## config.mk

```make
export PLATFORM = sky130hd
export DESIGN_NAME = mtq_front_flat
export DESIGN_NICKNAME = d
export VERILOG_FILES = /design/src/mtq_pkg.sv /design/src/mtq_in_if.sv /design/src/mtq_front.sv /design/src/flat_wrapper.sv
export SDC_FILE = /design/constraint.sdc
export NUM_CORES = 1
export LEC_CHECK = 0
export ABC_AREA = 1
export BUFFER_PORTS_ARGS = -buffer_cell sky130_fd_sc_hd__buf_2
export CAP_MARGIN = 20
export CORE_MARGIN = 3
export CORE_UTILIZATION = 55
export DETAILED_ROUTE_END_ITERATION = 16
export PLACE_DENSITY = 0.83
export SYNTH_ARGS = -nofsm -noshare
export SYNTH_HDL_FRONTEND = slang
export SYNTH_SLANG_ARGS = --single-unit
export TNS_END_PERCENT = 1
```

## constraint.sdc

```tcl
create_clock -name clk -period 5.5 [get_ports clk]
set_clock_uncertainty 0.1 [all_clocks]
set_input_delay 0.825 -clock clk [delete_from_list [all_inputs] [get_ports clk]]
set_output_delay 0.825 -clock clk [all_outputs]
set_load 0.02 [all_outputs]
```

## src/mtq_pkg.sv

```systemverilog
// Shared types, sizes and helpers for the min tracking queue.
package mtq_pkg;

    localparam int QUEUE_DEPTH = 1024;
    localparam int PTR_W       = $clog2(QUEUE_DEPTH);
    localparam int CNT_W       = $clog2(QUEUE_DEPTH + 1);
    localparam int DATA_W      = 32;
    localparam int COUNT_W     = 11;

    typedef logic signed [DATA_W-1:0] data_t;
    typedef logic [PTR_W-1:0]         ptr_t;
    typedef logic [CNT_W-1:0]         depth_t;

    typedef enum logic [1:0] {
        CMD_ENQ = 2'd0,
        CMD_DEQ = 2'd1,
        CMD_CLR = 2'd2,
        CMD_QRY = 2'd3
    } cmd_t;

    typedef enum logic [1:0] {
        STAT_OK    = 2'd0,
        STAT_EMPTY = 2'd1,
        STAT_FULL  = 2'd2
    } status_t;

    typedef enum logic [1:0] {
        S_EXEC,
        S_LOAD,
        S_XFER,
        S_RESP
    } back_state_t;

    typedef struct packed {
        cmd_t  cmd;
        data_t value;
    } op_t;

    // head of the op queue as seen by the back end
    typedef struct packed {
        logic valid;
        op_t  op;
    } op_head_t;

    // one stack slot: value and running minimum of it and all below
    typedef struct packed {
        data_t val;
        data_t min;
    } slot_t;

    function automatic data_t smin(input data_t a, input data_t b);
        smin = (a < b) ? a : b;
    endfunction

endpackage

```

## src/mtq_in_if.sv

```systemverilog
// Request channel: command word with valid/ready handshake.
interface mtq_in_if;
    logic                valid;
    logic                ready;
    logic [1:0]          cmd;
    mtq_pkg::data_t      value;

    modport source (output valid, output cmd, output value, input ready);
    modport sink   (input valid, input cmd, input value, output ready);
endinterface

```

## src/mtq_front.sv

```systemverilog
// Front end: accepts request words, decodes them and holds them in a two-entry op queue.
module mtq_front (
    input  logic              clk,
    input  logic              rst_n,
    mtq_in_if.sink            req,
    output mtq_pkg::op_head_t head,
    input  logic              pop
);

    mtq_pkg::op_t  entry_reg [2];
    logic          wr_ptr_reg;
    logic          wr_ptr_next;
    logic          rd_ptr_reg;
    logic          rd_ptr_next;
    logic [1:0]    cnt_reg;
    logic [1:0]    cnt_next;
    logic          push;
    logic          take;
    mtq_pkg::op_t  op_in;

    assign req.ready = (cnt_reg != 2'd2);
    assign push      = req.valid && req.ready;
    assign take      = pop && (cnt_reg != 2'd0);

    always_comb
    begin
        op_in.cmd   = mtq_pkg::cmd_t'(req.cmd);
        op_in.value = req.value;
    end

    assign head.valid = (cnt_reg != 2'd0);
    assign head.op    = entry_reg[rd_ptr_reg];

    always_comb
    begin
        wr_ptr_next = push ? ~wr_ptr_reg : wr_ptr_reg;
        rd_ptr_next = take ? ~rd_ptr_reg : rd_ptr_reg;
        cnt_next    = cnt_reg + {1'b0, push} - {1'b0, take};
    end

    always_ff @(posedge clk or negedge rst_n)
    begin
        if (!rst_n)
        begin
            wr_ptr_reg <= 1'b0;
            rd_ptr_reg <= 1'b0;
            cnt_reg    <= 2'd0;
        end
        else
        begin
            wr_ptr_reg <= wr_ptr_next;
            rd_ptr_reg <= rd_ptr_next;
            cnt_reg    <= cnt_next;
        end
    end

    always_ff @(posedge clk)
    begin
        if (push)
        begin
            entry_reg[wr_ptr_reg] <= op_in;
        end
    end

endmodule

```

## src/flat_wrapper.sv

```systemverilog
// flat-port wrapper written by rule: the top's interface ports become plain ports
module mtq_front_flat 
  (clk, rst_n, head, pop, req_valid, req_cmd, req_value, req_ready);
  mtq_in_if req_i ();
  input  logic clk;
  input  logic rst_n;
  output mtq_pkg::op_head_t head;
  input  logic pop;
  input wire logic [$bits(req_i.valid)-1:0] req_valid;
  input wire logic [$bits(req_i.cmd)-1:0] req_cmd;
  input wire logic [$bits(req_i.value)-1:0] req_value;
  output wire logic [$bits(req_i.ready)-1:0] req_ready;
  assign req_i.valid = req_valid;
  assign req_i.cmd = req_cmd;
  assign req_i.value = req_value;
  assign req_ready = req_i.ready;
  mtq_front u_core (.clk(clk), .rst_n(rst_n), .req(req_i), .head(head), .pop(pop));
endmodule
```

==> run_results.csv <==
group,metric,value,unit
yosys,yosysSeqAreaShare,77.5,%
final_layout,num-fill-cells,330,
grt,overflow,0,
floorplanning,core_area,4790,µm²
timing,slew_headroom,36.2,%
placement,io_buffers,73,
clock_tree,cts_sinks,72,
worst_setup_path,crit_fanout,35,
worst_setup_path,critPathRequiredTime,4.58,ns
clock_tree,clk_latency,0.32,ns
clock_tree,cts_root_buffer,"clkbuf_8",
floorplanning,die_h,76.9,µm
grt,grt_pass1_vias,1676,
clock_tree,cts_buffers,9,
clock_tree,clkTransAtPathRegs,0.06,ns
floorplanning,row_count,25,
yosys,synth_fp_nets,250,
worst_setup_path,r2r_cells,3,
grt,grt_use_total,16.9,%
final_layout,largest_register_ffs,68,
yosys,yosysWarnings,0,
final_layout,diodes,0,
final_layout,seqCellArea,2140,µm²
yosys,syn_avg_cell_area,13.2,µm²
yosys,synth_cells,210,
placement,place_inst,345,
clock_tree,postCtsHoldBufs,0,
clock_tree,post-cts-setup-buffer-count,0,
worst_setup_path,critPathKind,"register to output port",
power_and_ir_drop,powerDensity,548,nW/µm²
final_layout,final_cell_count_no_fill,361,
clock_tree,cts_resized,0,
clock_tree,htree_levels,3,
worst_setup_path,end_kind,"output port",
outcome,status,"finished, final reports clean",
clock_tree,cts_tree,"yes",
worst_setup_path,cp_data_arrival_time,1.67,ns
timing,fmax,386,MHz
grt,grt_max_degree,36,
grt,antenna_found_initial,0,
timing,worst_pin_slew,0.955,ns
clock_tree,clk_path_buf_depth,2,
worst_setup_path,crit_path_start_kind,"register",
final_layout,area_growth_syn_to_layout,20.9,%
drt,vias,1713,
timing,min_period,2.59,ns
worst_setup_path,r2r_slack,3.64,ns
drt,drt-initial-drc-count,109,
timing,rsz0062_at_grt,"false",
yosys,synth_seq_cells,72,
worst_hold_path,worstHoldPathType,"input pin to asynchronous set/reset pin",
yosys,syn-cell-area,2760,µm²
drt,first_pass_iters,4,
timing,setup_viol,0,
floorplanning,ios,74,
power_and_ir_drop,finalPower,0.00183,W
drt,antenna_left,0,
grt,grt_pass1_wl,7400,µm
timing,tns,0,ns
drt,drt-total-wl,4610,µm
floorplanning,design.die.area,5910,µm²
timing,hold_viol,0,
final_layout,multi_input_area,508,µm²
timing,finalMaxSlewViolations,0,
drt,wl_per_cell,12.8,µm
worst_setup_path,r2r-end,"u_core.entry_reg[1][22]",
placement,hpwlAfterDp,3010,µm
floorplanning,start_util,57.8,%
flow_run,drv_cap,0,
power_and_ir_drop,p_leak,1.49,nW
timing,post-route-period-util,47.1,%
yosys,synth.distinct_cells,12,
worst_setup_path,reg2reg_from,"u_core.cnt_reg[1]",
floorplanning,die_x,76.9,µm
drt,vias_per_cell,4.75,
placement,place_congestion,0.703,
final_layout,drive_above_1_share,33.3,%
power_and_ir_drop,ir_worst_vdd,0.293,mV
drt,route.detailed.drc,0,
final_layout,fin_nets,329,
-- report_power, final --
part | internal, W | leakage [nW] | total [W] | switching, W
combinational | 0.000209 | 0.726 | 0.000691 | 0.000482
clock | 0.000176 | 0.0817 | 0.000342 | 0.000165
sequential | 0.000751 | 0.681 | 0.000798 | 0.0000478
-- area by class of cell --
cell class | instances | area share (%)
inverters | 10 | 1.35
repair buffers | 75 | 12.0
well taps | 67 | 2.51
flip-flops and latches | 72 | 64.1
clock inverters | 1 | 0.150
clock buffers | 15 | 4.68
multi-input cells | 121 | 15.2
-- synth_stat cells --
master / count / area share [%]
dfrtp_1: 4 / 3.6
buf_12: 1 / 0.72
nand3_1: 3 / 0.54
buf_6: 3 / 1.2
edfxtp_1: 68 / 74
ha_1: 2 / 0.91
inv_1: 9 / 1.2
inv_8: 1 / 0.41
buf_4: 3 / 0.81
nand2_1: 105 / 14
nand2_2: 10 / 2.3
nor2_1: 1 / 0.14
-- cell families after synthesis --
kind of cell               synth area share (%)
and+or+nand+nor                            17.2
DFF                                        77.5
buffers and inverters                      4.39
adders and majority gates                 0.905
-- worst max-delay path, stage by stage, from the launching register on --
cell and delay [ns]:
dfrtp_1 0.55, buf_16 0.26, inv_8 0.20, nand2_1 0.07, nand2_1 0.08, buf_2 0.16
-- cell usage in the layout, fill, tap and decap left out --
cell type  Yosys  routed
clkbuf_1       0       5
clkinv_2       0       1
ha_1           2       2
nor2_4         0       1
nand3_1        3       3
clkbuf_8       0      10
nand2_1      105     105
buf_4          3       1
edfxtp_1      68      68
buf_16         0       1
buf_2          0      73
dfrtp_1        4       4
inv_8          1       1
nand2_2       10      10
inv_1          9       9
-- worst max-delay path by stage --
| stage | start | end | slack, ns |
|---|---|---|---|
| final | u_core.rd_ptr_reg | head[14] | 2.91 |
| after global placement | u_core.rd_ptr_reg | head[33] | 2.75 |
| after global routing | u_core.rd_ptr_reg | head[1] | 2.76 |
| after CTS | u_core.rd_ptr_reg | head[28] | 2.87 |
| after detailed placement | req_valid | u_core.entry_reg[0][26] | 3.19 |
| after floorplan | req_valid | u_core.entry_reg[1][0] | 2.62 |
-- metal layers --
| metal | GRT usage, % | wire length [µm] | vias up |
|---|---|---|---|
| met4 | 12.3 | 69 | 0 |
| met1 | 18.5 | 1900 | 774 |
| met2 | 28.0 | 2280 | 76 |
| li1 | - | - | 855 |
| met3 | 4.69 | 362 | 8 |
| met5 | 0 | 0 | - |
-- through the flow --
stage	worst slack, ns	hold slack [ns]	cell area (µm²)	utilization, %
finish	2.91	0.196	3340	69.8
global route	2.76	0.174	3340	69.8
CTS	2.87	0.176	3340	69.8
detailed placement	3.19	0.366	3180	66.4
global placement	2.75	0.353	3150	65.9
floorplan	2.62	0.342	2760	-
Power figures use the tool's default switching activity.
